===== src/sv/mcld_pkg.sv =====
`timescale 1ns / 1ps
`default_nettype none

package mcld_pkg;

  // line store geometry
  localparam int LINE_BYTES = 20;
  localparam int IDX_W      = $clog2(LINE_BYTES);

  // byte codes
  localparam logic [7:0] CHR_LF    = 8'h0A;
  localparam logic [7:0] CHR_CR    = 8'h0D;
  localparam logic [7:0] CHR_SPACE = 8'h20;
  localparam logic [7:0] CHR_TAB   = 8'h09;
  localparam logic [7:0] CHR_PLUS  = 8'h2B;
  localparam logic [7:0] CHR_MINUS = 8'h2D;
  localparam logic [7:0] CHR_ZERO  = 8'h30;
  localparam logic [7:0] CHR_NINE  = 8'h39;
  localparam logic [7:0] CHR_STOP  = 8'h73;
  localparam logic [7:0] CHR_BRAKE = 8'h65;
  localparam logic [7:0] CHR_FWD   = 8'h66;
  localparam logic [7:0] CHR_BACK  = 8'h62;
  localparam logic [7:0] CHR_NUL   = 8'h00;

  // fixed positions inside a drive line
  localparam logic [IDX_W-1:0] LEFT_DIR_POS    = IDX_W'(0);
  localparam logic [IDX_W-1:0] LEFT_SPEED_POS  = IDX_W'(2);
  localparam logic [IDX_W-1:0] RIGHT_DIR_POS   = IDX_W'(4);
  localparam logic [IDX_W-1:0] RIGHT_SPEED_POS = IDX_W'(6);
  localparam logic [IDX_W-1:0] SINGLE_LEN      = IDX_W'(1);
  localparam logic [IDX_W-1:0] DRIVE_MIN_LEN   = IDX_W'(5);

  // speed range, saturation marks an overlong digit run
  localparam int SPEED_W = 4;
  localparam logic [SPEED_W-1:0] SPEED_MAX = SPEED_W'(9);
  localparam logic [SPEED_W-1:0] SPEED_SAT = SPEED_W'(10);

  // duty arithmetic: x / 10 == (x * 6554) >> 16 for x below 16384
  localparam int DUTY_W  = 8;
  localparam int SCALE_W = 8;
  localparam int PROD_W  = SPEED_W + SCALE_W;
  localparam int RECIP_W = 13;
  localparam int RECIP_SH = 16;
  localparam logic [RECIP_W-1:0] DIV10_RECIP = RECIP_W'(6554);
  localparam logic [SCALE_W-1:0] SCALE_RESET = SCALE_W'(49);

  typedef enum logic [2:0] {
    KIND_STOP           = 3'd0,
    KIND_BRAKE          = 3'd1,
    KIND_DRIVE          = 3'd2,
    KIND_UNKNOWN_SINGLE = 3'd3,
    KIND_INVALID        = 3'd4,
    KIND_UNKNOWN_FORMAT = 3'd5
  } kind_t;

  typedef enum logic [2:0] {
    ST_IDLE,
    ST_SCAN,
    ST_DRAIN,
    ST_MUL_L,
    ST_DIV_L,
    ST_MUL_R,
    ST_DIV_R,
    ST_EMIT
  } seq_state_t;

  typedef enum logic [1:0] {
    PS_BLANK,
    PS_DIGIT,
    PS_DONE
  } parse_state_t;

  // line store control from the sequencer
  typedef struct packed {
    logic             wr_en;
    logic             rd_en;
    logic [IDX_W-1:0] rd_idx;
    logic             clear;
  } ls_ctrl_t;

  // one byte read back from the line store
  typedef struct packed {
    logic             valid;
    logic [IDX_W-1:0] pos;
    logic [7:0]       data;
  } rd_beat_t;

  typedef struct packed {
    logic mul_en;
    logic div_en;
  } duty_ctrl_t;

  function automatic logic is_blank(input logic [7:0] c);
    return (c == CHR_SPACE) || ((c >= CHR_TAB) && (c <= CHR_CR));
  endfunction

  function automatic logic is_digit(input logic [7:0] c);
    return (c >= CHR_ZERO) && (c <= CHR_NINE);
  endfunction

endpackage

`default_nettype wire


===== src/sv/mcld_rx_if.sv =====
`timescale 1ns / 1ps
`default_nettype none

interface mcld_rx_if;
  logic       valid;
  logic       ready;
  logic [7:0] rx_byte;

  modport source (output valid, output rx_byte, input ready);
  modport sink (input valid, input rx_byte, output ready);
endinterface

`default_nettype wire


===== src/sv/mcld_cfg_if.sv =====
`timescale 1ns / 1ps
`default_nettype none

interface mcld_cfg_if;
  logic       valid;
  logic       ready;
  logic [7:0] duty_scale_tenths;

  modport source (output valid, output duty_scale_tenths, input ready);
  modport sink (input valid, input duty_scale_tenths, output ready);
endinterface

`default_nettype wire


===== src/sv/mcld_result_if.sv =====
`timescale 1ns / 1ps
`default_nettype none

interface mcld_result_if;
  import mcld_pkg::*;
  logic       valid;
  logic       ready;
  kind_t      kind;
  logic       left_reverse;
  logic [7:0] l_duty;
  logic       right_reverse;
  logic [7:0] r_duty;

  modport source (output valid, output kind, output left_reverse, output l_duty,
                  output right_reverse, output r_duty, input ready);
  modport sink (input valid, input kind, input left_reverse, input l_duty,
                input right_reverse, input r_duty, output ready);
endinterface

`default_nettype wire


===== src/sv/motor_command_line_decoder_core.sv =====
`timescale 1ns / 1ps
`default_nettype none

// data bytes: written into the line store at the fill count while it has room
// line end: the line store is scanned through its single registered read port, then
//   the left and right duties are computed and the result is loaded into the output register
// no new byte is taken from a line end until the result sits in the output register
// reset (synchronous, active high): empty line, duty scale 49, no result pending
module motor_command_line_decoder_core (
  input  wire logic    clk,
  input  wire logic    rst,
  mcld_rx_if.sink      rx,
  mcld_cfg_if.sink     cfg,
  mcld_result_if.source cmd
);
  import mcld_pkg::*;

  seq_state_t       state;
  seq_state_t       state_next;
  logic [IDX_W-1:0] scan_idx;
  logic             scan_last;

  logic             rx_xfer;
  logic             is_term;
  logic             line_start;

  ls_ctrl_t         ls_ctrl;
  rd_beat_t         beat;
  duty_ctrl_t       duty_ctrl;

  logic [SCALE_W-1:0] scale;
  logic [IDX_W-1:0] line_len;
  logic             len_found;
  logic [7:0]       l_dir;
  logic [7:0]       r_dir;

  logic [SPEED_W-1:0] l_speed;
  logic [SPEED_W-1:0] r_speed;
  logic             left_ok;
  logic             right_ok;
  logic [SPEED_W-1:0] mul_speed;
  logic [DUTY_W-1:0]  duty;
  logic [DUTY_W-1:0]  l_duty_hold;

  logic             out_free;
  logic             out_load;
  logic             out_valid;
  kind_t            kind_next;
  logic             dirs_ok;

  // input side
  assign rx.ready   = state == ST_IDLE;
  assign rx_xfer    = rx.valid && rx.ready;
  assign is_term    = (rx.rx_byte == CHR_LF) || (rx.rx_byte == CHR_CR);
  assign line_start = rx_xfer && is_term;
  assign scan_last  = scan_idx == IDX_W'(LINE_BYTES - 1);

  // the scale register takes a write at any time
  assign cfg.ready = 1'b1;

  always_ff @(posedge clk) begin
    if (rst) begin
      scale <= SCALE_RESET;
    end else if (cfg.valid && cfg.ready) begin
      scale <= cfg.duty_scale_tenths;
    end
  end

  // sequencer next state
  always_comb begin
    state_next = state;
    case (state)
      ST_IDLE:  if (line_start) state_next = ST_SCAN;
      ST_SCAN:  if (scan_last) state_next = ST_DRAIN;
      ST_DRAIN: state_next = ST_MUL_L;
      ST_MUL_L: state_next = ST_DIV_L;
      ST_DIV_L: state_next = ST_MUL_R;
      ST_MUL_R: state_next = ST_DIV_R;
      ST_DIV_R: state_next = ST_EMIT;
      ST_EMIT:  if (out_free) state_next = ST_IDLE;
      default:  state_next = ST_IDLE;
    endcase
  end

  // sequencer outputs
  always_comb begin
    ls_ctrl.wr_en  = rx_xfer && !is_term;
    ls_ctrl.rd_en  = 1'b0;
    ls_ctrl.rd_idx = scan_idx;
    ls_ctrl.clear  = 1'b0;
    duty_ctrl.mul_en = 1'b0;
    duty_ctrl.div_en = 1'b0;
    mul_speed = l_speed;
    out_load  = 1'b0;
    case (state)
      ST_SCAN:  ls_ctrl.rd_en = 1'b1;
      // last byte is already in the read register, so the line can go
      ST_DRAIN: ls_ctrl.clear = 1'b1;
      ST_MUL_L: duty_ctrl.mul_en = 1'b1;
      ST_DIV_L: duty_ctrl.div_en = 1'b1;
      ST_MUL_R: begin
        duty_ctrl.mul_en = 1'b1;
        mul_speed = r_speed;
      end
      ST_DIV_R: duty_ctrl.div_en = 1'b1;
      ST_EMIT:  out_load = out_free;
      default:  ls_ctrl.rd_en = 1'b0;
    endcase
  end

  always_ff @(posedge clk) begin
    if (rst) begin
      state    <= ST_IDLE;
      scan_idx <= '0;
    end else begin
      state <= state_next;
      if (state == ST_SCAN) begin
        scan_idx <= scan_last ? '0 : scan_idx + IDX_W'(1);
      end
    end
  end

  mcld_line_store u_store (
    .clk     (clk),
    .rst     (rst),
    .ctrl    (ls_ctrl),
    .wr_byte (rx.rx_byte),
    .beat    (beat)
  );

  mcld_speed_parse u_left_parse (
    .clk       (clk),
    .rst       (rst),
    .restart   (line_start),
    .start_pos (LEFT_SPEED_POS),
    .beat      (beat),
    .speed     (l_speed),
    .ok        (left_ok)
  );

  mcld_speed_parse u_right_parse (
    .clk       (clk),
    .rst       (rst),
    .restart   (line_start),
    .start_pos (RIGHT_SPEED_POS),
    .beat      (beat),
    .speed     (r_speed),
    .ok        (right_ok)
  );

  mcld_duty_unit u_duty (
    .clk   (clk),
    .ctrl  (duty_ctrl),
    .speed (mul_speed),
    .scale (scale),
    .duty  (duty)
  );

  // line length is the first zero byte; the last entry is never written,
  // so a zero always turns up within the scan
  always_ff @(posedge clk) begin
    if (line_start) begin
      len_found <= 1'b0;
      line_len  <= '0;
    end else if (beat.valid && !len_found && (beat.data == CHR_NUL)) begin
      len_found <= 1'b1;
      line_len  <= beat.pos;
    end
    if (beat.valid && (beat.pos == LEFT_DIR_POS)) begin
      l_dir <= beat.data;
    end
    if (beat.valid && (beat.pos == RIGHT_DIR_POS)) begin
      r_dir <= beat.data;
    end
    if (state == ST_MUL_R) begin
      l_duty_hold <= duty;
    end
  end

  // result classification
  assign dirs_ok = ((l_dir == CHR_FWD) || (l_dir == CHR_BACK)) &&
                   ((r_dir == CHR_FWD) || (r_dir == CHR_BACK));

  always_comb begin
    if (line_len == SINGLE_LEN) begin
      if (l_dir == CHR_STOP) begin
        kind_next = KIND_STOP;
      end else if (l_dir == CHR_BRAKE) begin
        kind_next = KIND_BRAKE;
      end else begin
        kind_next = KIND_UNKNOWN_SINGLE;
      end
    end else if (line_len < DRIVE_MIN_LEN) begin
      kind_next = KIND_UNKNOWN_FORMAT;
    end else if (!left_ok || !right_ok || !dirs_ok) begin
      kind_next = KIND_INVALID;
    end else begin
      kind_next = KIND_DRIVE;
    end
  end

  // output register: holds one result until its transfer
  assign out_free  = !out_valid || cmd.ready;
  assign cmd.valid = out_valid;

  always_ff @(posedge clk) begin
    if (rst) begin
      out_valid <= 1'b0;
    end else if (out_load) begin
      out_valid <= 1'b1;
    end else if (cmd.ready) begin
      out_valid <= 1'b0;
    end
  end

  always_ff @(posedge clk) begin
    if (out_load) begin
      cmd.kind <= kind_next;
      if (kind_next == KIND_DRIVE) begin
        cmd.left_reverse  <= l_dir == CHR_BACK;
        cmd.l_duty        <= l_duty_hold;
        cmd.right_reverse <= r_dir == CHR_BACK;
        cmd.r_duty        <= duty;
      end else begin
        cmd.left_reverse  <= 1'b0;
        cmd.l_duty        <= '0;
        cmd.right_reverse <= 1'b0;
        cmd.r_duty        <= '0;
      end
    end
  end

endmodule

`default_nettype wire


===== src/sv/mcld_line_store.sv =====
`timescale 1ns / 1ps
`default_nettype none

module mcld_line_store (
  input  wire logic               clk,
  input  wire logic               rst,
  input  wire mcld_pkg::ls_ctrl_t ctrl,
  input  wire logic [7:0]         wr_byte,
  output mcld_pkg::rd_beat_t      beat
);
  import mcld_pkg::*;

  logic [7:0]       mem [LINE_BYTES];
  logic [IDX_W-1:0] fill_count;
  logic [7:0]       rd_data;
  logic             rd_zero;
  logic             rd_valid;
  logic [IDX_W-1:0] rd_pos;
  logic             has_room;

  assign has_room = fill_count < IDX_W'(LINE_BYTES - 1);

  always_ff @(posedge clk) begin
    if (ctrl.wr_en && has_room) begin
      mem[fill_count] <= wr_byte;
    end
    rd_data <= mem[ctrl.rd_idx];
    // entries at or past the fill count read back as zero, whatever they still hold
    rd_zero <= ctrl.rd_idx >= fill_count;
    rd_pos  <= ctrl.rd_idx;
  end

  always_ff @(posedge clk) begin
    if (rst) begin
      fill_count <= '0;
      rd_valid   <= 1'b0;
    end else begin
      rd_valid <= ctrl.rd_en;
      if (ctrl.clear) begin
        fill_count <= '0;
      end else if (ctrl.wr_en && has_room) begin
        fill_count <= fill_count + IDX_W'(1);
      end
    end
  end

  always_comb begin
    beat.valid = rd_valid;
    beat.pos   = rd_pos;
    beat.data  = rd_zero ? CHR_NUL : rd_data;
  end

endmodule

`default_nettype wire


===== src/sv/mcld_speed_parse.sv =====
`timescale 1ns / 1ps
`default_nettype none

module mcld_speed_parse (
  input  wire logic                            clk,
  input  wire logic                            rst,
  input  wire logic                            restart,
  input  wire logic [mcld_pkg::IDX_W-1:0]      start_pos,
  input  wire mcld_pkg::rd_beat_t              beat,
  output logic [mcld_pkg::SPEED_W-1:0]         speed,
  output logic                                 ok
);
  import mcld_pkg::*;

  parse_state_t     state;
  parse_state_t     state_next;
  logic [SPEED_W-1:0] mag;
  logic [SPEED_W-1:0] mag_next;
  logic             neg;
  logic             neg_next;
  logic             active;
  logic             c_blank;
  logic             c_digit;
  logic             c_sign;
  logic [SPEED_W-1:0] c_val;

  assign active  = beat.valid && (beat.pos >= start_pos);
  assign c_blank = is_blank(beat.data);
  assign c_digit = is_digit(beat.data);
  assign c_sign  = (beat.data == CHR_PLUS) || (beat.data == CHR_MINUS);
  assign c_val   = beat.data[SPEED_W-1:0];

  always_comb begin
    state_next = state;
    case (state)
      PS_BLANK: begin
        if (active && !c_blank) begin
          state_next = (c_sign || c_digit) ? PS_DIGIT : PS_DONE;
        end
      end
      PS_DIGIT: begin
        if (active && !c_digit) begin
          state_next = PS_DONE;
        end
      end
      PS_DONE: state_next = PS_DONE;
      default: state_next = PS_DONE;
    endcase
  end

  always_comb begin
    mag_next = mag;
    neg_next = neg;
    case (state)
      PS_BLANK: begin
        if (active && c_sign) begin
          neg_next = beat.data == CHR_MINUS;
        end else if (active && c_digit) begin
          mag_next = c_val;
        end
      end
      PS_DIGIT: begin
        // a second nonzero digit place can only push past nine
        if (active && c_digit) begin
          mag_next = (mag == '0) ? c_val : SPEED_SAT;
        end
      end
      default: begin
        mag_next = mag;
      end
    endcase
  end

  always_ff @(posedge clk) begin
    if (rst || restart) begin
      state <= PS_BLANK;
      mag   <= '0;
      neg   <= 1'b0;
    end else begin
      state <= state_next;
      mag   <= mag_next;
      neg   <= neg_next;
    end
  end

  assign speed = mag;
  assign ok    = (mag <= SPEED_MAX) && !(neg && (mag != '0));

endmodule

`default_nettype wire


===== src/sv/mcld_duty_unit.sv =====
`timescale 1ns / 1ps
`default_nettype none

module mcld_duty_unit (
  input  wire logic                             clk,
  input  wire mcld_pkg::duty_ctrl_t             ctrl,
  input  wire logic [mcld_pkg::SPEED_W-1:0]     speed,
  input  wire logic [mcld_pkg::SCALE_W-1:0]     scale,
  output logic [mcld_pkg::DUTY_W-1:0]           duty
);
  import mcld_pkg::*;

  logic [PROD_W-1:0]         prod;
  logic [PROD_W+RECIP_W-1:0] scaled;

  // divide by ten through the reciprocal
  assign scaled = (PROD_W + RECIP_W)'(prod) * (PROD_W + RECIP_W)'(DIV10_RECIP);

  always_ff @(posedge clk) begin
    if (ctrl.mul_en) begin
      prod <= PROD_W'(speed) * PROD_W'(scale);
    end
    if (ctrl.div_en) begin
      duty <= scaled[RECIP_SH +: DUTY_W];
    end
  end

endmodule

`default_nettype wire

===== src/flat_wrapper.sv =====
// flat-port wrapper written by rule: the top's interface ports become plain ports
module motor_command_line_decoder_core_flat import mcld_pkg::*;
  (clk, rst, rx_valid, rx_rx_byte, rx_ready, cfg_valid, cfg_duty_scale_tenths, cfg_ready, cmd_valid, cmd_kind, cmd_left_reverse, cmd_l_duty, cmd_right_reverse, cmd_r_duty, cmd_ready);
  mcld_rx_if rx_i ();
  mcld_cfg_if cfg_i ();
  mcld_result_if cmd_i ();
  input  wire logic clk;
  input  wire logic rst;
  input wire logic [$bits(rx_i.valid)-1:0] rx_valid;
  input wire logic [$bits(rx_i.rx_byte)-1:0] rx_rx_byte;
  output wire logic [$bits(rx_i.ready)-1:0] rx_ready;
  input wire logic [$bits(cfg_i.valid)-1:0] cfg_valid;
  input wire logic [$bits(cfg_i.duty_scale_tenths)-1:0] cfg_duty_scale_tenths;
  output wire logic [$bits(cfg_i.ready)-1:0] cfg_ready;
  output wire logic [$bits(cmd_i.valid)-1:0] cmd_valid;
  output wire logic [$bits(cmd_i.kind)-1:0] cmd_kind;
  output wire logic [$bits(cmd_i.left_reverse)-1:0] cmd_left_reverse;
  output wire logic [$bits(cmd_i.l_duty)-1:0] cmd_l_duty;
  output wire logic [$bits(cmd_i.right_reverse)-1:0] cmd_right_reverse;
  output wire logic [$bits(cmd_i.r_duty)-1:0] cmd_r_duty;
  input wire logic [$bits(cmd_i.ready)-1:0] cmd_ready;
  assign rx_i.valid = rx_valid;
  assign rx_i.rx_byte = rx_rx_byte;
  assign rx_ready = rx_i.ready;
  assign cfg_i.valid = cfg_valid;
  assign cfg_i.duty_scale_tenths = cfg_duty_scale_tenths;
  assign cfg_ready = cfg_i.ready;
  assign cmd_valid = cmd_i.valid;
  assign cmd_kind = cmd_i.kind;
  assign cmd_left_reverse = cmd_i.left_reverse;
  assign cmd_l_duty = cmd_i.l_duty;
  assign cmd_right_reverse = cmd_i.right_reverse;
  assign cmd_r_duty = cmd_i.r_duty;
  assign cmd_i.ready = cmd_ready;
  motor_command_line_decoder_core u_core (.clk(clk), .rst(rst), .rx(rx_i), .cfg(cfg_i), .cmd(cmd_i));
endmodule

===== config.mk =====
export PLATFORM = sky130hd
export DESIGN_NAME = motor_command_line_decoder_core_flat
export DESIGN_NICKNAME = d
export VERILOG_FILES = /design/src/sv/mcld_pkg.sv /design/src/sv/mcld_rx_if.sv /design/src/sv/mcld_cfg_if.sv /design/src/sv/mcld_result_if.sv /design/src/sv/motor_command_line_decoder_core.sv /design/src/sv/mcld_line_store.sv /design/src/sv/mcld_speed_parse.sv /design/src/sv/mcld_duty_unit.sv /design/src/flat_wrapper.sv
export SDC_FILE = /design/constraint.sdc
export NUM_CORES = 1
export LEC_CHECK = 0
export BUFFER_PORTS_ARGS = -buffer_cell sky130_fd_sc_hd__buf_4
export CAP_MARGIN = 20
export CORE_UTILIZATION = 60
export CTS_CLUSTER_SIZE = 12
export DETAILED_ROUTE_END_ITERATION = 8
export PLACE_DENSITY = 0.73
export SYNTH_ARGS = -nofsm -noshare
export SYNTH_HDL_FRONTEND = slang
export SYNTH_SLANG_ARGS = --single-unit

===== constraint.sdc =====
create_clock -name clk -period 5.2 [get_ports clk]
set_clock_uncertainty 0.05 [all_clocks]
set_input_delay 0.52 -clock clk [delete_from_list [all_inputs] [get_ports clk]]
set_output_delay 0.52 -clock clk [all_outputs]
set_load 0.01 [all_outputs]

[After elaboration in Yosys (flattened, before gate mapping)]
Memories as Yosys holds them, arrays and structs flattened. A register that Yosys moved wholly into a read port is not among the register bits.
Index checks and enable logic that the tools add are counted.
Word-level totals
  register bits after elaboration: 114
  RAM bits: 160
  input port bits: 21
  word-level logic and storage cells: 184
  memories: 1
Cells by class
  add/sub/neg operators: 2
  multipliers: 2
  $lt $le $gt $ge: 11
  equality and inequality tests: 37
  muxes and demuxes: 38
  reductions and logical operators: 67
Memory list
  u_core.u_store.mem: depth 20, bits a word 8, read ports 1, clocked after memory_dff 1, write ports 1, line mcld_line_store.sv:13  | logic [7:0] mem [LINE_BYTES];
Operator list (number)
  == test 8 x 7 -> 1 bit, second input constant: 6
  2-to-1 mux 4 bit: 9
  logical AND 1 bit: 25
  == test 8 x 6 -> 1 bit, second input constant: 3
  case mux 3 bit (8 select lines): 1
  multiplier 12 x 12 -> 23 bit, second input constant: 1
  != test 2 bit, second input constant: 11
  2-to-1 mux 3 bit: 7
  == test 8 x 4 -> 1 bit, second input constant: 2
  case mux 4 bit (2 select lines): 2
  == test 3 bit, second input constant: 4
  multiplier 4 x 8 -> 12 bit: 1
  2-to-1 mux 2 bit: 6
  adder 5 x 1 -> 5 bit, second input constant: 2
  logical NOT 1 bit: 10
  logical OR 1 bit: 10
  == test 3 x 2 -> 1 bit, second input constant: 3
  2-to-1 mux 1 bit: 9
  greater-or-equal comparator 8 x 4 -> 1 bit, second input constant: 1
  greater-or-equal comparator 8 x 6 -> 1 bit, second input constant: 1
  <= comparator 4 bit, second input constant: 2
  <= comparator 8 x 4 -> 1 bit, second input constant: 1
  <= comparator 8 x 6 -> 1 bit, second input constant: 1
  logical NOT 4 bit: 2
  other kinds (24): 37

[Depth between registers and ports, before layout]
Gate-level depths: netlist (run 1).
  depth in word-level cells: 11
  gate-level depth with buffers: 16

[Hierarchy]
Synthesis (run 1) repeated with hierarchy kept, for this count alone.
Second synthesis, totals
  cell total of the unflattened synthesis: 1143
  area total of the unflattened synthesis: 14965.6 um^2
By module, submodules not included
  mcld_line_store: times used 1, cells each 394, area an instance 7106.8 um^2, seq. area each 5205.0 um^2
  mcld_duty_unit: times used 1, cells each 381, area an instance 3896.2 um^2, seq. area each 600.6 um^2
  motor_command_line_decoder_core: times used 1, cells each 210, area an instance 2743.9 um^2, seq. area each 1811.7 um^2
  mcld_speed_parse: times used 2, cells each 79, area an instance 609.3 um^2, seq. area each 140.1 um^2

[Least setup slack after synthesis (run 1)]
OpenSTA, ideal clock, no wires.
  path kind: reg-to-reg
  start: register u_core.u_duty.prod[6]
  end: register u_core.u_duty.duty[6] (netlist bit), data pin
  arrival time: 4.487 ns
  required time: 4.892 ns
  path slack: 0.405 ns
  stages on the path, launching flop included: 17
  buffers on the path: 0
  clock period less this slack: 4.795 ns
  cell sequence: edfxtp_1 -> ha_1 -> inv_1 -> fa_1 -> inv_1 -> fa_1 -> fa_1 -> inv_1 -> fa_1 -> inv_1 -> ha_1 -> nand2_1 -> nor2_1 -> a2111oi_2 -> o311ai_0 -> a21oi_1 -> xnor2_1
Between the ends
  word-level cells in the longest chain between the ends: 1
Ends and longest elaborated chain
  start, declared: line mcld_duty_unit.sv:13  | logic [PROD_W-1:0] prod;
  start signal, assigned: line mcld_duty_unit.sv:21  | prod <= PROD_W'(speed) * PROD_W'(scale);
  multiplier 12 x 12 -> 23 bit: line mcld_duty_unit.sv:17  | assign scaled = (PROD_W + RECIP_W)'(prod) * (PROD_W + RECIP_W)'(DIV10_RECIP);
  named net u_core.u_duty.scaled[22]: line mcld_duty_unit.sv:14  | logic [PROD_W+RECIP_W-1:0] scaled;
  end signal, assigned: line mcld_duty_unit.sv:24  | duty <= scaled[RECIP_SH +: DUTY_W];
  end, declared: line mcld_duty_unit.sv:9  | output logic [mcld_pkg::DUTY_W-1:0] duty
The timed path passes the listed nets, and every way through them passes these cells.
A chain may end at the register's enable or synchronous reset.

[Final worst setup path (run 1)]
  start: register u_core.u_duty.prod[7]
  end: register u_core.u_duty.duty[6] (netlist bit), data pin
Same word-level chain as after synthesis.

==> results of run 1 <==
==> per-stage QoR <==
stage	setup TNS, ps	hold slack, ps	std cells	worst slack [ps]
2_1_floorplan	0	302.9	1017	405.5
3_3_place_gp	0	371.3	1361	328.7
3_5_place_dp	0	381.3	1361	199.7
4_1_cts	0	131.1	1413	209.6
5_1_grt	-7.847	136.1	1413	-6.124
6_report	0	146.0	1413	239.7
==> worst max-delay path, delay by kind of cell, from the launching register on <==
family | cells | cell delay [ps]
adder cells (fa/ha/maj) | 6 | 2710
AND/OR/NAND/NOR | 1 | 70
AO/OA/AOI/OAI | 4 | 1000
flip-flops | 1 | 500
XOR/XNOR | 1 | 140
buffers and inverters | 4 | 230
==> metal layers <==
layer,vias up,track usage (%)
li1,3775,-
met1,3841,31.56
met3,36,3.849
met4,0,4.622
met5,-,0
met2,223,38.07
==> area by class of cell <==
class                   instances  area (µm²)
multi-input cells             594        5823
clock buffers                  48       795.8
well taps                     319       399.1
repair buffers                 51       382.9
flip-flops and latches        282        7900
clock inverters                 4       46.29
inverters                     115       431.7
fillers                      1666        7624
==> kinds of logic after synthesis <==
family	synth area share (%)
and+or+nand+nor	9.523
xor gates and xnor gates	1.656
muxes	9.497
AOI/OAI and AO/OA	3.636
buffers and inverters	3.942
adders and majority gates	16.42
other	0.02626
DFF	55.30
==> cell usage after synthesis, types with 7 or more instances <==
cell type | n | area share (%)
edfxtp_1 | 225 | 47
inv_1 | 114 | 3.0
mux4_2 | 48 | 7.6
o21ai_0 | 8 | 0.28
or3_1 | 7 | 0.31
nor4_1 | 7 | 0.31
xnor2_1 | 17 | 1.0
dfxtp_1 | 57 | 8.0
and2_1 | 27 | 1.2
mux2i_1 | 14 | 0.98
mux2_2 | 12 | 0.95
nand3_1 | 13 | 0.46
clkbuf_1 | 17 | 0.45
nand2_1 | 47 | 1.2
xor2_1 | 10 | 0.61
ha_1 | 109 | 9.5
nor2_1 | 71 | 1.9
fa_1 | 49 | 6.9
a21oi_1 | 24 | 0.84
nand2b_1 | 13 | 0.57
nor2b_1 | 26 | 1.1
nor3_1 | 16 | 0.56
nor3b_1 | 9 | 0.47
==> worst max-delay path by stage <==
stage,start,cells after the start,to
final,u_core.u_duty.prod[7]$_DFFE_PP_,16,u_core.u_duty.duty[6]$_DFFE_PP_
after global routing,u_core.u_duty.prod[7]$_DFFE_PP_,17,u_core.u_duty.duty[3]$_DFFE_PP_
after CTS,u_core.u_duty.prod[7]$_DFFE_PP_,17,u_core.u_duty.duty[3]$_DFFE_PP_
after detailed placement,u_core.u_duty.prod[7]$_DFFE_PP_,17,u_core.u_duty.duty[3]$_DFFE_PP_
after global placement,u_core.u_duty.prod[7]$_DFFE_PP_,17,u_core.u_duty.duty[3]$_DFFE_PP_
after floorplan,u_core.u_duty.prod[6]$_DFFE_PP_,16,u_core.u_duty.duty[6]$_DFFE_PP_
==> flip-flops by register name, summed over array words and instances (netlist names), 2 cells and up <==
| signal | flops |
|---|---|
| u_core.state | 3 |
| u_core.scan_idx | 5 |
| u_core.line_len | 5 |
| u_core.u_left_parse.state | 2 |
| u_core.scale | 8 |
| u_core.cmd.r_duty | 8 |
| u_core.cmd.l_duty | 8 |
| u_core.u_store.rd_pos | 5 |
| u_core.u_right_parse.state | 2 |
| u_core.u_store.fill_count | 5 |
| u_core.u_left_parse.speed | 4 |
| u_core.l_duty_hold | 8 |
| u_core.u_right_parse.speed | 4 |
| u_core.cmd.kind | 3 |
| u_core.u_store.mem | 160 |
| u_core.r_dir | 8 |
| u_core.u_duty.duty | 8 |
| u_core.u_store.rd_data | 8 |
| u_core.l_dir | 8 |
| u_core.u_duty.prod | 12 |
==> power by group through the flow <==
stage / Combinational [mW] / Sequential [mW] / Clock, mW
2_1_floorplan: 0.0803 / 2.53 / 0
3_3_place_gp: 0.124 / 2.53 / 0
3_5_place_dp: 0.129 / 2.54 / 0
4_1_cts: 0.129 / 2.49 / 1.89
5_1_grt: 0.143 / 2.49 / 1.97
6_report: 0.129 / 2.49 / 1.85
==> results.toml, run 1 <==
[routing]
first_pass_iters = 5
wl_met2_um = 12510
via_count = 7875
detail_route.wl_per_cell_um = 18.40
route.detailed.drc = 0
drt-total-wl_um = 26000
wl_met3_um = 1631
drt_iter0_drc = 505
routed.top_layer = "met4"
avgViaCountPerCell = 5.573
wl_met1_um = 11460
postRouteAntennaNets = 0

[pwr]
power.internal_mw = 3.554
seq_power_share_pct = 55.7
power.leakage_nw = 6.025
powerDensity_nw_per_um2 = 283.4
total_power_mw = 4.471
peakVddDrop_v = 0.0002631
power_frac_comb_pct = 2.9
clkPwrFrac_pct = 41.5
switching_share_pct = 20.51
p_sw_uw = 917.0

[clocking]
ctsLongestPathBuffers = 3
cts_setup_buffers = 0
cts_sinks = 282
cts_made_buffers = 28
cts_tree = "done"
clk_latency_ps = 560
ctsHoldBuffers = 0
cts_repair_resize_count = 0
htreeDepth = 1
clkSlewWorstSetupHoldPaths_ps = 60
cts_root_buf = "clkbuf_16"

[die]
die_w_um = 156.3
dieArea_um2 = 24420
ios = 45
rows = 56
die_y_um = 156.3
coreArea_um2 = 23400
start_util_pct = 61.02

[run_status]
status = "complete, no violations"

[sta]
finalHoldViolations = 0
worst_pin_slew_ps = 1006
max_freq_ghz = 0.2016
grt_setup_unrepaired = "yes"
slew_headroom_pct = 32.89
setup_violations = 0
slew_violations = 0
period_needed_ps = 4960
final.period_utilization_pct = 95.39

[worst_setup_path]
reg2regPathDepth = 16
cp_max_fo = 5
r2r-start = "u_core.u_duty.prod[7]$_DFFE_PP_"
cp_slowest_cell = "fa_1"
worst_setup_path_end_kind = "register"
crit_chain = "ha_1, inv_1, fa_1, inv_1, fa_1, fa_1, inv_1, fa_1, inv_1, ha_1, nand2_1, a21oi_1, a2111oi_2, o311ai_0, a21oi_1, xnor2_1"
rrSetupSlack_ps = 240
rr_endpoint = "u_core.u_duty.duty[6]$_DFFE_PP_"
critPathMaxStageDelay_ps = 540
worstPathArrival_ps = 5190
startpoint_type = "register"
path_class = "register to register"
required_ps = 5430

[logic_synthesis]
synth_enable_flop_cells = 225
avgSynthCellArea_um2 = 14.04
synth_ff_type = "edfxtp_1"
synth-seq-cells = 282
synthArstFlopShare_pct = 0
syn_area_um2 = 14280
ys_types = 65
synth_seq_area_share_pct = 55.30
syn-num-nets = 1196
synth_cells = 1017
ys_warn_count = 0

[min_path]
min_path_type = "input pin to register"
min_path_cells = 2
hold_end = "u_core.scale[5]$_SDFFE_PP1P_"
hp-start = "cfg_duty_scale_tenths[5]"

[global_route]
grt_start_max_net_pins = 46
grt_usage_pct = 22.74
grt_pass1_wl_um = 42410
grt_pass1_vias = 8094
overflow = 0
antenna_found_initial = 0

[finish]
n_antenna_cell = 0
nNetsFinal = 1251
mostFrequentLayoutCells = "225 x edfxtp_1, 114 x inv_1, 109 x ha_1, 70 x nor2_1, 55 x dfxtp_1"
post-route-util_pct = 67.42
final_cell_area_um2 = 15780
final_common_cell = "edfxtp_1"
area_growth_pct = 10.49
drive_gt1_share_pct = 14.63

[flow_run]
maxCapViolations = 0

[place]
io_buffers = 43
hpwl_um = 18400
finalWeightedCongestion = 0.8624
place_area_um2 = 14940
(Power assumes the default switching activity.)
==> run 2, diff against run 1 <==
Settings changed: BUFFER_PORTS_ARGS -buffer_cell sky130_fd_sc_hd__buf_4 to not set, DONT_BUFFER_PORTS set to 1, PLACE_DENSITY 0.73 to 0.72.
==> run 2 against run 1 <==
  * Die area unchanged
  * Critical path depth is 1 higher
  * Register-to-register slack improved by 40 ps
  * Global-route usage down 0.56 points
  * Combinational power down 9%
  * Sequential power hardly changed
  * Count of clock-buffer cells in the layout increased by 1
  * Sequential cell count is the same
==> results.toml, run 2 (synthesized netlist as in run 1, its figures left out) <==
[finish]
final_cell_area_um2 = 15580
post-route-util_pct = 66.56
fin_cells = 1381
n_antenna_cell = 0
final_common_cell = "edfxtp_1"
drive_gt1_share_pct = 11.21
n_fill_cell = 1718
mostFrequentLayoutCells = "225 x edfxtp_1, 114 x inv_1, 109 x ha_1, 70 x nor2_1, 55 x dfxtp_1"
reg.largest.list = "u_core.u_store.mem x160, u_core.u_duty.prod x12"
largest_register_ffs = 160
top_register = "u_core.u_store.mem"
area_growth_pct = 9.076
nNetsFinal = 1218

[routing]
routed.top_layer = "met4"
wl_met3_um = 1339
detail_route.wl_per_cell_um = 18.65
drt-total-wl_um = 25760
wl_met2_um = 11700
via_count = 7731
avgViaCountPerCell = 5.598
drt_iter0_drc = 580
first_pass_iters = 5
postRouteAntennaNets = 0
wl_met1_um = 12290
route.detailed.drc = 0

[global_route]
grt_usage_pct = 22.18
grt_pass1_wl_um = 41410
grt_start_max_net_pins = 46
antenna_found_initial = 2
grt_pass1_vias = 7866
overflow = 0

[pwr]
peakVddDrop_v = 0.0002944
powerDensity_nw_per_um2 = 288.5
power.leakage_nw = 5.881
total_power_mw = 4.495

[die]
rows = 56
coreArea_um2 = 23400
ios = 45
start_util_pct = 61.02
dieArea_um2 = 24420
die_y_um = 156.3
die_w_um = 156.3

[sta]
max_freq_ghz = 0.2033
layout_setup_ws_ps = 280.2
slew_violations = 0
slew_headroom_pct = 34.64
grt_setup_unrepaired = "no"
hold_slack_ps = 14.02
worst_pin_slew_ps = 979.3
setup_violations = 0
period_needed_ps = 4920
finalHoldViolations = 0
fin_tns_setup_ps = 0
final.period_utilization_pct = 94.61

[clocking]
clkSlewWorstSetupHoldPaths_ps = 60
cts_sinks = 282
cts_root_buf = "clkbuf_16"
htreeDepth = 1
cts_made_buffers = 29
ctsHoldBuffers = 10
ctsLongestPathBuffers = 3
cts_setup_buffers = 0
cts_repair_resize_count = 0
cts_tree = "done"
clk_latency_ps = 550

[worst_setup_path]
r2r-start = "u_core.u_duty.prod[7]$_DFFE_PP_"
worst_setup_path_end_kind = "register"
worstPathArrival_ps = 5160
startpoint_type = "register"
required_ps = 5440
crit_family = "adder cells"
cp_max_fo = 5
crit_chain = "ha_1, inv_1, fa_1, inv_1, fa_1, fa_1, inv_1, fa_1, inv_1, ha_1, nand2_1, nor2_1, a2111oi_2, buf_4, nor2_1, a211oi_1, xnor2_1"
path_class = "register to register"
crit_start = "u_core.u_duty.prod[7]$_DFFE_PP_"
cp_slowest_cell = "fa_1"
worst-path-buf-inv = 5
critPathMaxStageDelay_ps = 540

[place]
pre_cts_slack_ps = 226.9
dp_cells = 1316
finalWeightedCongestion = 0.8478
place_area_um2 = 14600
hpwl_um = 18220
io_buffers = 0

[min_path]
hp-start = "rx_rx_byte[3]"
min_path_type = "input pin to register"

[flow_run]
maxCapViolations = 0

[run_status]
status = "complete, no violations"
run 2: path summary, 6_finish.rpt:
check,to,slack [ps],cells after the start
setup / recovery,u_core.u_duty.duty[3]$_DFFE_PP_,280,17
hold / removal,u_core.u_store.mem[7][3]$_DFFE_PP_,10,0
setup reg to reg,u_core.u_duty.duty[3]$_DFFE_PP_,280,17
hold reg to reg,u_core.l_duty_hold[4]$_DFFE_PP_,390,0
run 2: metal layers:
metal,vias to the layer above,global-route usage [%]
met1,3804,32.96
met3,36,3.157
met5,-,0
li1,3713,-
met2,178,35.01
met4,0,4.762
run 2: cell type report:
cell class | instances | area [µm²] | share of cell area [%]
Tap cell | 319 | 399.1 | 2.562
Inverter | 115 | 431.7 | 2.771
Timing Repair Buffer | 17 | 155.1 | 0.9960
Sequential cell | 282 | 7900 | 50.72
Clock inverter | 5 | 42.54 | 0.2731
Clock buffer | 49 | 820.8 | 5.269
Multi-Input combinational cell | 594 | 5828 | 37.41
run 2: power breakdown:
part	internal (mW)	leakage, nW	switching (mW)
logic	0.0494	3.01	0.0677
registers	2.46	2.46	0.0264
clock network	1.07	0.415	0.816
total	3.58	5.88	0.910
==> run 3, diff against run 2 <==
Settings changed: BUFFER_PORTS_ARGS set to -buffer_cell sky130_fd_sc_hd__buf_4, DONT_BUFFER_PORTS 1 to not set, PLACE_DENSITY 0.72 to 0.84.
==> run 3 against run 2 <==
  * Design area rose by 1.7%
  * Combinational power rose by 13%
  * Setup slack got worse by 18 ps
  * Routed wire length rose by 7.8%
  * Die area did not move
  * Critical path depth did not move
  * Clock power barely moved
  * Cell count rose by 2.4%
  * Largest power group unchanged
  * Highest routed layer unchanged
==> results.toml, run 3 (synthesized netlist as in run 1, its figures left out) <==
[worst_setup_path]
crit_family = "adder cells"
worst_setup_path_end_kind = "register"
critPathMaxStageDelay_ps = 550
worst-path-buf-inv = 5
path_class = "register to register"
startpoint_type = "register"
required_ps = 5440
reg2regPathDepth = 17
worstPathArrival_ps = 5180
crit_chain = "ha_1, inv_1, fa_1, inv_1, fa_1, fa_1, inv_1, fa_1, inv_1, ha_1, nand2_1, a21oi_1, a2111oi_2, buf_4, nor2_1, a211oi_2, xnor2_1"
cp_max_fo = 5
crit_cells = 17
cp_slowest_cell = "fa_1"

[pwr]
powerDensity_nw_per_um2 = 285.3
p_sw_uw = 907.5
power.internal_mw = 3.614
seq_power_share_pct = 55.1
peakVddDrop_v = 0.0003113
power.leakage_nw = 6.077
switching_share_pct = 20.07
power_frac_comb_pct = 2.9
total_power_mw = 4.521
clkPwrFrac_pct = 42.0

[die]
die_w_um = 156.3
die_y_um = 156.3
coreArea_um2 = 23400
ios = 45
rows = 56
dieArea_um2 = 24420
start_util_pct = 61.02

[finish]
largest_register_ffs = 160
drive_gt1_share_pct = 15.53
top_register = "u_core.u_store.mem"
n_antenna_cell = 0
reg.largest.list = "u_core.u_store.mem x160, u_core.u_duty.prod x12"
area_growth_pct = 10.96
post-route-util_pct = 67.71
final_common_cell = "edfxtp_1"
nNetsFinal = 1256
mostFrequentLayoutCells = "225 x edfxtp_1, 114 x inv_1, 109 x ha_1, 70 x nor2_1"

[place]
io_buffers = 43
hpwl_um = 19160
finalWeightedCongestion = 0.9003

[routing]
postRouteAntennaNets = 0
via_count = 8175
route.detailed.drc = 0
drt-total-wl_um = 27770
avgViaCountPerCell = 5.781
drt_iter0_drc = 564
first_pass_iters = 5
detail_route.wl_per_cell_um = 19.64

[min_path]
min_path_type = "input pin to register"
min_path_cells = 2

[clocking]
ctsLongestPathBuffers = 3
cts_made_buffers = 29
clk_latency_ps = 550
cts_root_buf = "clkbuf_16"
cts_tree = "done"
htreeDepth = 1
ctsHoldBuffers = 0
clkSlewWorstSetupHoldPaths_ps = 60
cts_sinks = 282

[flow_run]
maxCapViolations = 0

[sta]
hold_slack_ps = 125.8
final.period_utilization_pct = 94.96
slew_headroom_pct = 31.62
setup_violations = 0
max_freq_ghz = 0.2025
slew_violations = 0
worst_pin_slew_ps = 1025
period_needed_ps = 4938
finalHoldViolations = 0

[global_route]
grt_pass1_wl_um = 43740
grt_start_max_net_pins = 46
antenna_found_initial = 0
grt_pass1_vias = 8352
overflow = 0
grt_usage_pct = 23.65

[run_status]
status = "complete, no violations"
==> run 3: cell count changes in the layout (fill, tap and decap cells not counted), sizes merged <==
| cell | change |
|---|---|
| clkinvlp | -1 |
| dlygate4sd3 | -11 |
| clkbuf | -5 |
| buf | +49 |
| inv | +1 |
==> run 3: worst reg2reg max path: stages (launching register included) <==
cell and delay [ps]:
edfxtp_1 470, ha_1 330, inv_1 90, fa_1 550, inv_1 60, fa_1 510
fa_1 540, inv_1 50, fa_1 520, inv_1 40, ha_1 290, nand2_1 90
a21oi_1 70, a2111oi_2 430, buf_4 200, nor2_1 50, a211oi_2 250, xnor2_1 90
==> run 3: power by group through the flow <==
stage / Sequential [mW] / Combinational [mW] / Clock, mW
after global routing: 2.49 / 0.145 / 2.00
after floorplan: 2.53 / 0.0803 / 0
after CTS: 2.49 / 0.132 / 1.92
after detailed placement: 2.54 / 0.129 / 0
final: 2.49 / 0.132 / 1.90
after global placement: 2.53 / 0.123 / 0
==> run 3: area by class of cell <==
| type | count | area (µm²) |
|---|---|---|
| flip-flops and latches | 282 | 7900 |
| fillers | 1584 | 7556 |
| multi-input cells | 594 | 5828 |
| clock buffers | 44 | 832.0 |
| inverters | 115 | 431.7 |
| repair buffers | 55 | 412.9 |
| well taps | 319 | 399.1 |
| clock inverters | 5 | 42.54 |
==> run 3: routing by layer <==
layer	share of wire (%)	up-vias	GRT usage (%)
li1	-	3783	-
met1	42	4042	31.12
met2	50	294	41.24
met3	5.2	56	2.769
met4	2.7	0	7.516
met5	0	-	0
==> run 3: worst paths after layout <==
kind                                                      start                               to  slack, ps
worst max-delay path            u_core.u_duty.prod[6]$_DFFE_PP_  u_core.u_duty.duty[3]$_DFFE_PP_        260
worst min-delay path                   cfg_duty_scale_tenths[5]     u_core.scale[5]$_SDFFE_PP1P_        130
worst max register to register  u_core.u_duty.prod[6]$_DFFE_PP_  u_core.u_duty.duty[3]$_DFFE_PP_        260
worst min register to register  u_core.u_duty.duty[4]$_DFFE_PP_  u_core.l_duty_hold[4]$_DFFE_PP_        390
==> run 3: repair_timing <==
action	in CTS	in global routing
buffers inserted	0	3
setup endpoints to repair	0	3
resized for setup	0	2
endpoints found under the hold margin	0	0
==> run 3: stage by stage <==
stage               TNS (ps)  cells  instance area, µm²  worst slack, ps
floorplan                  0   1017               14280            405.5
global placement           0   1362               14940            333.5
detailed placement         0   1362               14940            189.3
CTS                        0   1411               15820            153.7
global route          -14.07   1414               15850           -14.07
finish                     0   1414               15850            262.1
